===== src/rtl/pwn_pkg.sv =====
// Shared constants and word types of the polygon winding number block.
package pwn_pkg;

  localparam int COORD_BITS  = 16;
  localparam int REL_BITS    = COORD_BITS + 1;
  localparam int PROD_BITS   = 2 * REL_BITS;
  localparam int COUNT_BITS  = 16;
  localparam int QUEUE_DEPTH = 2;
  localparam int QPTR_BITS   = $clog2(QUEUE_DEPTH);
  localparam int QLVL_BITS   = $clog2(QUEUE_DEPTH + 1);

  typedef struct packed {
    logic signed [COORD_BITS-1:0] vertex_x;
    logic signed [COORD_BITS-1:0] vertex_y;
    logic signed [COORD_BITS-1:0] point_x;
    logic signed [COORD_BITS-1:0] point_y;
    logic                         last_vertex;
  } pwn_in_t;

  typedef struct packed {
    logic signed [COUNT_BITS-1:0] winding_number;
    logic                         inside_res;
  } pwn_out_t;

  typedef struct packed {
    logic signed [REL_BITS-1:0] x;
    logic signed [REL_BITS-1:0] y;
  } rel_pt_t;

  typedef struct packed {
    rel_pt_t prev;
    rel_pt_t cur;
    rel_pt_t first;
    logic    has_prev;
    logic    first_v;
    logic    last;
  } edge_word_t;

  typedef struct packed {
    logic [QLVL_BITS-1:0] level;
    logic                 full;
  } queue_status_t;

  typedef struct packed {
    logic s1_valid;
    logic commit;
  } back_status_t;

endpackage


===== src/rtl/polygon_winding_number.sv =====
// Top level of the polygon winding number block.
//
// Usage: vertices of one closed polygon arrive as words on the input channel
// (in_valid_i / in_ready_o), one vertex per word. The first word of a polygon
// also carries the query point; later point fields are ignored. The word with
// last_vertex set closes the polygon, and exactly one result word then leaves
// on the output channel (out_valid_o / out_ready_i) with the saturated winding
// number and an inside flag. Other vertices give no result.
// Throughput is one vertex per cycle unless a result is held. The front end
// takes a vertex each cycle the two-entry edge queue has room; the back end
// pops one edge word a cycle unless a last word waits on a held result, and
// its single count register closes the loop over consecutive edges.
// While the receiver stalls, the result is held and vertices of the following
// polygon keep flowing until its own last word reaches the count stage.
// Reset clears the queue, the count and the result valid flag; the next vertex
// is taken as the first vertex of a new polygon.
module polygon_winding_number (
  input  logic              clk_i,
  input  logic              rst_ni,
  input  pwn_pkg::pwn_in_t  in_i,
  input  logic              in_valid_i,
  output logic              in_ready_o,
  output pwn_pkg::pwn_out_t out_o,
  output logic              out_valid_o,
  input  logic              out_ready_i
);
  import pwn_pkg::*;

  edge_word_t    push_word, pop_word;
  logic          push_valid, push_ready, pop_valid, pop_ready;
  queue_status_t q_st;
  back_status_t  bk_st;

  pwn_front u_front (
    .clk_i        (clk_i),
    .rst_ni       (rst_ni),
    .in_i         (in_i),
    .in_valid_i   (in_valid_i),
    .in_ready_o   (in_ready_o),
    .word_o       (push_word),
    .word_valid_o (push_valid),
    .word_ready_i (push_ready)
  );

  pwn_queue u_queue (
    .clk_i        (clk_i),
    .rst_ni       (rst_ni),
    .push_i       (push_word),
    .push_valid_i (push_valid),
    .push_ready_o (push_ready),
    .pop_o        (pop_word),
    .pop_valid_o  (pop_valid),
    .pop_ready_i  (pop_ready),
    .status_o     (q_st)
  );

  pwn_back u_back (
    .clk_i        (clk_i),
    .rst_ni       (rst_ni),
    .word_i       (pop_word),
    .word_valid_i (pop_valid),
    .word_ready_o (pop_ready),
    .out_o        (out_o),
    .out_valid_o  (out_valid_o),
    .out_ready_i  (out_ready_i),
    .status_o     (bk_st)
  );

  a_inside_flag: assert property (@(posedge clk_i) disable iff (!rst_ni)
    out_valid_o |-> (out_o.inside_res == (out_o.winding_number != '0)))
    else $error("inside flag disagrees with winding number");

  a_result_source: assert property (@(posedge clk_i) disable iff (!rst_ni)
    !bk_st.s1_valid |=> !$rose(out_valid_o))
    else $error("result appeared without a word in the count stage");

  a_commit_source: assert property (@(posedge clk_i) disable iff (!rst_ni)
    bk_st.commit |-> bk_st.s1_valid)
    else $error("count stage committed without a word");

  a_queue_level: assert property (@(posedge clk_i) disable iff (!rst_ni)
    q_st.level <= QLVL_BITS'(QUEUE_DEPTH))
    else $error("edge queue overfilled");

  a_queue_ready: assert property (@(posedge clk_i) disable iff (!rst_ni)
    q_st.full |-> !in_ready_o)
    else $error("vertex accepted while the edge queue was full");

endmodule


===== src/rtl/pwn_front.sv =====
// Front end: makes each vertex relative to the query point and forms its edge word.
module pwn_front (
  input  logic                clk_i,
  input  logic                rst_ni,
  input  pwn_pkg::pwn_in_t    in_i,
  input  logic                in_valid_i,
  output logic                in_ready_o,
  output pwn_pkg::edge_word_t word_o,
  output logic                word_valid_o,
  input  logic                word_ready_i
);
  import pwn_pkg::*;

  logic                         in_polygon_q;
  logic signed [COORD_BITS-1:0] qp_x_q, qp_y_q;
  rel_pt_t                      first_q, prev_q;
  logic signed [COORD_BITS-1:0] base_x, base_y;
  rel_pt_t                      cur;
  logic                         push;

  always_comb begin
    base_x = in_polygon_q ? qp_x_q : in_i.point_x;
    base_y = in_polygon_q ? qp_y_q : in_i.point_y;
    cur.x  = REL_BITS'(in_i.vertex_x) - REL_BITS'(base_x);
    cur.y  = REL_BITS'(in_i.vertex_y) - REL_BITS'(base_y);
    word_o.prev     = in_polygon_q ? prev_q : cur;
    word_o.cur      = cur;
    word_o.first    = in_polygon_q ? first_q : cur;
    word_o.has_prev = in_polygon_q;
    word_o.first_v  = ~in_polygon_q;
    word_o.last     = in_i.last_vertex;
  end

  assign word_valid_o = in_valid_i;
  assign in_ready_o   = word_ready_i;
  assign push         = in_valid_i & word_ready_i;

  always_ff @(posedge clk_i or negedge rst_ni) begin
    if (!rst_ni) begin
      in_polygon_q <= 1'b0;
      qp_x_q       <= '0;
      qp_y_q       <= '0;
      first_q      <= '0;
      prev_q       <= '0;
    end else if (push) begin
      if (!in_polygon_q) begin
        qp_x_q  <= in_i.point_x;
        qp_y_q  <= in_i.point_y;
        first_q <= cur;
      end
      prev_q       <= cur;
      in_polygon_q <= ~in_i.last_vertex;
    end
  end

endmodule


===== src/rtl/pwn_queue.sv =====
// Short queue of edge words between the front end and the back end.
module pwn_queue (
  input  logic                   clk_i,
  input  logic                   rst_ni,
  input  pwn_pkg::edge_word_t    push_i,
  input  logic                   push_valid_i,
  output logic                   push_ready_o,
  output pwn_pkg::edge_word_t    pop_o,
  output logic                   pop_valid_o,
  input  logic                   pop_ready_i,
  output pwn_pkg::queue_status_t status_o
);
  import pwn_pkg::*;

  edge_word_t           mem_q [QUEUE_DEPTH];
  logic [QPTR_BITS-1:0] wr_ptr_q, rd_ptr_q;
  logic [QLVL_BITS-1:0] level_q;
  logic                 full, push, pop;

  assign full         = (level_q == QLVL_BITS'(QUEUE_DEPTH));
  assign push_ready_o = ~full;
  assign pop_valid_o  = (level_q != '0);
  assign pop_o        = mem_q[rd_ptr_q];
  assign push         = push_valid_i & ~full;
  assign pop          = pop_valid_o & pop_ready_i;
  assign status_o     = '{level: level_q, full: full};

  always_ff @(posedge clk_i) begin
    if (push) begin
      mem_q[wr_ptr_q] <= push_i;
    end
  end

  always_ff @(posedge clk_i or negedge rst_ni) begin
    if (!rst_ni) begin
      wr_ptr_q <= '0;
      rd_ptr_q <= '0;
      level_q  <= '0;
    end else begin
      if (push) begin
        wr_ptr_q <= wr_ptr_q + 1'b1;
      end
      if (pop) begin
        rd_ptr_q <= rd_ptr_q + 1'b1;
      end
      case ({push, pop})
        2'b10:   level_q <= level_q + 1'b1;
        2'b01:   level_q <= level_q - 1'b1;
        default: level_q <= level_q;
      endcase
    end
  end

endmodule


===== src/rtl/pwn_back.sv =====
// Back end: edge crossing tests, saturating winding count and the result register.
module pwn_back (
  input  logic                  clk_i,
  input  logic                  rst_ni,
  input  pwn_pkg::edge_word_t   word_i,
  input  logic                  word_valid_i,
  output logic                  word_ready_o,
  output pwn_pkg::pwn_out_t     out_o,
  output logic                  out_valid_o,
  input  logic                  out_ready_i,
  output pwn_pkg::back_status_t status_o
);
  import pwn_pkg::*;

  localparam logic signed [COUNT_BITS-1:0] CountMax = {1'b0, {(COUNT_BITS-1){1'b1}}};
  localparam logic signed [COUNT_BITS-1:0] CountMin = {1'b1, {(COUNT_BITS-1){1'b0}}};

  typedef struct packed {
    logic                        act;
    logic                        sure;
    logic                        down;
    logic signed [PROD_BITS-1:0] lhs;
    logic signed [PROD_BITS-1:0] rhs;
  } edge_eval_t;

  typedef struct packed {
    logic       first_v;
    logic       last;
    edge_eval_t e1;
    edge_eval_t e2;
  } stage_t;

  function automatic edge_eval_t eval_edge(rel_pt_t a, rel_pt_t b, logic en);
    edge_eval_t r;
    logic       a_pos, b_pos, up;
    a_pos  = ~a.y[REL_BITS-1] & (a.y != '0);
    b_pos  = ~b.y[REL_BITS-1] & (b.y != '0);
    r.down = a_pos & ~b_pos;
    up     = ~a_pos & b_pos;
    r.act  = en & ~(a.x[REL_BITS-1] & b.x[REL_BITS-1]) & (r.down | up);
    r.sure = ~a.x[REL_BITS-1] & ~b.x[REL_BITS-1];
    r.lhs  = PROD_BITS'(a.x) * PROD_BITS'(b.y);
    r.rhs  = PROD_BITS'(a.y) * PROD_BITS'(b.x);
    return r;
  endfunction

  function automatic logic signed [COUNT_BITS-1:0] count_step(
    logic signed [COUNT_BITS-1:0] c, edge_eval_t e);
    logic inc, dec;
    inc = e.act & e.down & (e.sure | (e.lhs <= e.rhs));
    dec = e.act & ~e.down & (e.sure | (e.lhs > e.rhs));
    if (inc && c != CountMax) begin
      return c + 1'b1;
    end else if (dec && c != CountMin) begin
      return c - 1'b1;
    end
    return c;
  endfunction

  stage_t                       s1_q;
  logic                         s1_valid_q;
  logic signed [COUNT_BITS-1:0] count_q;
  logic signed [COUNT_BITS-1:0] c1, c2;
  pwn_out_t                     out_q;
  logic                         out_valid_q;
  logic                         out_free, commit, load;

  assign out_free     = ~out_valid_q | out_ready_i;
  assign commit       = s1_valid_q & (~s1_q.last | out_free);
  assign word_ready_o = ~s1_valid_q | commit;
  assign load         = word_valid_i & word_ready_o;

  always_comb begin
    c1 = count_step(s1_q.first_v ? '0 : count_q, s1_q.e1);
    c2 = count_step(c1, s1_q.e2);
  end

  always_ff @(posedge clk_i) begin
    if (load) begin
      s1_q.first_v <= word_i.first_v;
      s1_q.last    <= word_i.last;
      s1_q.e1      <= eval_edge(word_i.prev, word_i.cur, word_i.has_prev);
      s1_q.e2      <= eval_edge(word_i.cur, word_i.first, word_i.last);
    end
    if (commit && s1_q.last) begin
      out_q.winding_number <= c2;
      out_q.inside_res     <= (c2 != '0);
    end
  end

  always_ff @(posedge clk_i or negedge rst_ni) begin
    if (!rst_ni) begin
      s1_valid_q  <= 1'b0;
      count_q     <= '0;
      out_valid_q <= 1'b0;
    end else begin
      if (load) begin
        s1_valid_q <= 1'b1;
      end else if (commit) begin
        s1_valid_q <= 1'b0;
      end
      if (commit) begin
        count_q <= c2;
      end
      if (commit && s1_q.last) begin
        out_valid_q <= 1'b1;
      end else if (out_ready_i) begin
        out_valid_q <= 1'b0;
      end
    end
  end

  assign out_o       = out_q;
  assign out_valid_o = out_valid_q;
  assign status_o    = '{s1_valid: s1_valid_q, commit: commit};

endmodule


===== config.mk =====
export PLATFORM = sky130hd
export DESIGN_NAME = polygon_winding_number
export DESIGN_NICKNAME = d
export VERILOG_FILES = /design/src/rtl/pwn_pkg.sv /design/src/rtl/polygon_winding_number.sv /design/src/rtl/pwn_front.sv /design/src/rtl/pwn_queue.sv /design/src/rtl/pwn_back.sv
export SDC_FILE = /design/constraint.sdc
export NUM_CORES = 2
export LEC_CHECK = 0
export BUFFER_PORTS_ARGS = -buffer_cell sky130_fd_sc_hd__buf_2
export CAP_MARGIN = 20
export CORE_MARGIN = 3
export CORE_UTILIZATION = 60
export DETAILED_ROUTE_END_ITERATION = 12
export PLACE_DENSITY = 0.78
export SLEW_MARGIN = 20
export SYNTH_ARGS = -nofsm -noshare
export SYNTH_HDL_FRONTEND = slang
export SYNTH_SLANG_ARGS = --single-unit

===== constraint.sdc =====
create_clock -name clk_i -period 12.4 [get_ports clk_i]
set_input_delay 2.48 -clock clk_i [delete_from_list [all_inputs] [get_ports clk_i]]
set_output_delay 2.48 -clock clk_i [all_outputs]
set_load 0.005 [all_outputs]

==> flow_summary.ini <==
[status]
outcome = complete, no violations

[critical_path]
critPathBufInv = 2
worst_ep_arrival_time_ns = 10.11
cp_max_fo = 21
end_kind = register
slowest_stage = or3_1
slowest_delay_ns = 0.70
critPathTopFamily = compound AO/OA/AOI/OAI gates
setup.worst_path.class = register to register
cp-start-kind = register
crit_start = u_back.s1_q[126]$_DFFE_PP_
crit_path_frequent_cell = o21ai_0
crit_required_ns = 12.78
r2r_start = u_back.s1_q[126]$_DFFE_PP_

[route]
ant_nets = 0
dr.pass1.iters = 6
routed_wl_um = 172000
vias = 46109
drc = 0
drt-initial-drc-count = 3879
route.detailed.wl_per_inst_um = 21.7
drt-vias-per-instance = 5.82

[logic_synthesis]
syn_area_mm2 = 0.0651
synth_fp_nets = 8187
synthCells = 6457
synth.yosys.seq_area_share_pct = 21.8
synth_area_per_cell_um2 = 10.1
ys_async_sr_fraction_pct = 24.9
ys.flop_type = edfxtp_1
synth_top_area_share_pct = 36.5
ys.warnings.count = 0
ys_ff_latch = 494
ys_types = 71
synth_edf_count = 371
yosysTopAreaCell = fa_1
synth_area_leaders = fa_1 (37%), edfxtp_1 (17%), ha_1 (9.1%)

[timing]
fmax_ghz = 0.103
finalHoldViolations = 0
tns_ns = 0
setup_viol = 0
finalCritPeriodShare_pct = 78.4
slew_viol_final = 0
tightest_slew_ns = 1.15
fin_skew_ns = 0.0669
slew_headroom_pct = 21.0
rsz0062_at_grt = false
min_period_ns = 9.73

[die]
die_w_um = 335
ios = 88
dieArea_mm2 = 0.112
num_rows = 120
die_h_um = 335
start_util_pct = 60.6
core_mm2 = 0.107

[global_routing]
grtUsageTotal_pct = 31.5
antenna_found_initial = 7
grt_pass1_vias = 49379
grt_pass1_wl_um = 271000
grt_max_degree = 94
overflow = 0

[final_layout]
final_nets = 8204
n_fill_cell = 8204
drive_above_1_share_pct = 7.22
area_delta_synth_final_pct = 6.01

[worst_hold_path]
holdCritStartpoint = u_front.prev_q[18]$_DFFE_PN0P_
min_path_type = register to register

[clock_tree]
cts_max_level = 2
clock_tree.root_cell = clkbuf_16
cts_setup_buffers = 0
cts_tree = yes
cts_buffers = 48
hold_buffers = 0
clock_sinks = 494
cts_buffer_depth = 3
worstSkewPairLatency_ns = 0.65
path_clk_slew_ns = 0.07
cts_resized = 0

[placement]
gp_congestion = 0.945
portBuffers = 87
hpwl_um = 135000

[job]
cap_violations = 0
-- state kept, by name, indices dropped and copies added (netlist names) --
name	count
u_back.count_q	16
u_queue.rd_ptr_q	1
u_back.out_valid_o	1
u_front.qp_x_q	16
u_back.s1_valid_q	1
u_back.out_o	17
u_queue.wr_ptr_q	1
u_front.qp_y_q	16
u_back.s1_q	144
u_front.first_q	34
u_queue.mem_q	210
u_front.in_polygon_q	1
u_front.prev_q	34
u_queue.level_q	2
-- stage by stage --
step                utilization, %  cell area (um2)  std cells  hold slack [ns]  setup WS (ns)
finish                        64.3            69000       7922            0.482           2.67
global route                  64.3            69000       7917            0.511           1.91
CTS                           64.3            69000       7917            0.484           2.78
detailed placement            62.7            67300       7827            0.471           2.77
global placement              62.7            67300       7825            0.460           2.83
floorplan                        -            65100       6457            0.440          0.964
-- area by class of cell --
type | count | area (um2) | share of cell area [%]
antenna | 5 | 12.5 | 0.0181
clock buffer | 62 | 1370 | 1.98
clock inverter | 28 | 327 | 0.473
inverter | 1359 | 5100 | 7.39
multi-input combinational | 4410 | 45200 | 65.5
sequential | 494 | 14200 | 20.6
tap | 1403 | 1760 | 2.54
timing repair buffer | 161 | 1010 | 1.47
-- routing by layer --
| metal | global-route usage, % | share of wire (%) | vias to the layer above |
|---|---|---|---|
| met5 | 0 | 0.0075 | - |
| met4 | 15.3 | 5.8 | 2 |
| met3 | 7.14 | 10 | 550 |
| met2 | 50.4 | 46 | 2373 |
| met1 | 40.9 | 37 | 23109 |
| li1 | - | - | 20075 |
-- worst paths after layout --
path                                                  endpoint  slack (ns)  cells past startpoint
worst max-delay path                 u_back.out_o[0]$_DFFE_PP_        2.67                     37
worst min-delay path            u_front.prev_q[18]$_DFFE_PN0P_        0.48                      2
worst max register to register       u_back.out_o[0]$_DFFE_PP_        2.67                     37
worst min register to register  u_front.prev_q[18]$_DFFE_PN0P_        0.48                      2
max in group asynchronous       u_front.prev_q[18]$_DFFE_PN0P_        9.13                      2
min in group asynchronous       u_back.count_q[15]$_DFFE_PN0P_        1.86                      1
-- worst reg2reg max path: cells and delay by family (launching register included) --
kind,cells,cell delay [ns]
and+or+nand+nor,11,3.66
adders and majority gates,3,1.09
buffers and inverters,2,0.42
DFF,1,0.36
AOI/OAI and AO/OA,19,3.72
xor gates and xnor gates,2,0.28
-- cell usage after synthesis, types with 5 or more instances --
master    count
o31ai_1      20
nand3b_1      6
mux2i_1     129
nand2b_1     46
and2_1       19
nor4_1       14
xnor2_1     141
nor2b_1      39
mux2_2      161
a31oi_1      12
nor2_1      603
or3_1         8
nor3_1       26
edfxtp_1    371
dfrtp_1     123
nand4_1      31
clkbuf_1    167
and3_1       15
or2_2        27
o21a_1       31
and4_1        7
buf_1        23
nand2_1     809
xor2_1       33
a211oi_1      8
o211ai_1      6
o21ai_0     199
a21boi_0     21
fa_1       1188
o311a_1       5
o31a_1        7
a21o_1       87
or4_1         5
inv_1      1357
a21oi_1     134
ha_1        473
nand3_1      41
-- cells by family after synthesis --
family                   synth area share (%)
flip-flops                               21.8
AO/OA/AOI/OAI                            5.41
adder cells (fa/ha/maj)                  45.6
AND/OR/NAND/NOR                          11.0
buffers and inverters                    8.97
multiplexers                             4.80
XOR/XNOR                                 2.34
-- layout by cell type, fill, tap and decap left out, drive strengths merged, types with 5 or more instances in the layout --
| master | netlist | layout |
|---|---|---|
| a211oi | 8 | 8 |
| a21boi | 21 | 21 |
| a21o | 87 | 87 |
| a21oi | 134 | 134 |
| a31oi | 12 | 12 |
| a41oi | 5 | 5 |
| and2 | 20 | 20 |
| and3 | 15 | 15 |
| and4 | 7 | 7 |
| buf | 27 | 161 |
| clkbuf | 167 | 62 |
| clkinv | 2 | 21 |
| dfrtp | 123 | 123 |
| diode | 0 | 5 |
| edfxtp | 371 | 371 |
| fa | 1188 | 1188 |
| ha | 473 | 473 |
| inv | 1357 | 1360 |
| mux2 | 163 | 163 |
| mux2i | 129 | 129 |
| nand2 | 809 | 809 |
| nand2b | 46 | 46 |
| nand3 | 41 | 41 |
| nand3b | 6 | 6 |
| nand4 | 31 | 31 |
| nor2 | 603 | 603 |
| nor2b | 39 | 39 |
| nor3 | 26 | 26 |
| nor4 | 14 | 14 |
| o211ai | 8 | 8 |
| o21a | 31 | 31 |
| o21ai | 200 | 200 |
| o311a | 5 | 5 |
| o31a | 7 | 7 |
| o31ai | 20 | 20 |
| or2 | 27 | 27 |
| or3 | 8 | 8 |
| or4 | 6 | 6 |
| xnor2 | 141 | 141 |
| xor2 | 33 | 33 |
Power is not shown: default switching activity piles up to over one toggle a cycle in this logic, so the estimate is an artifact.
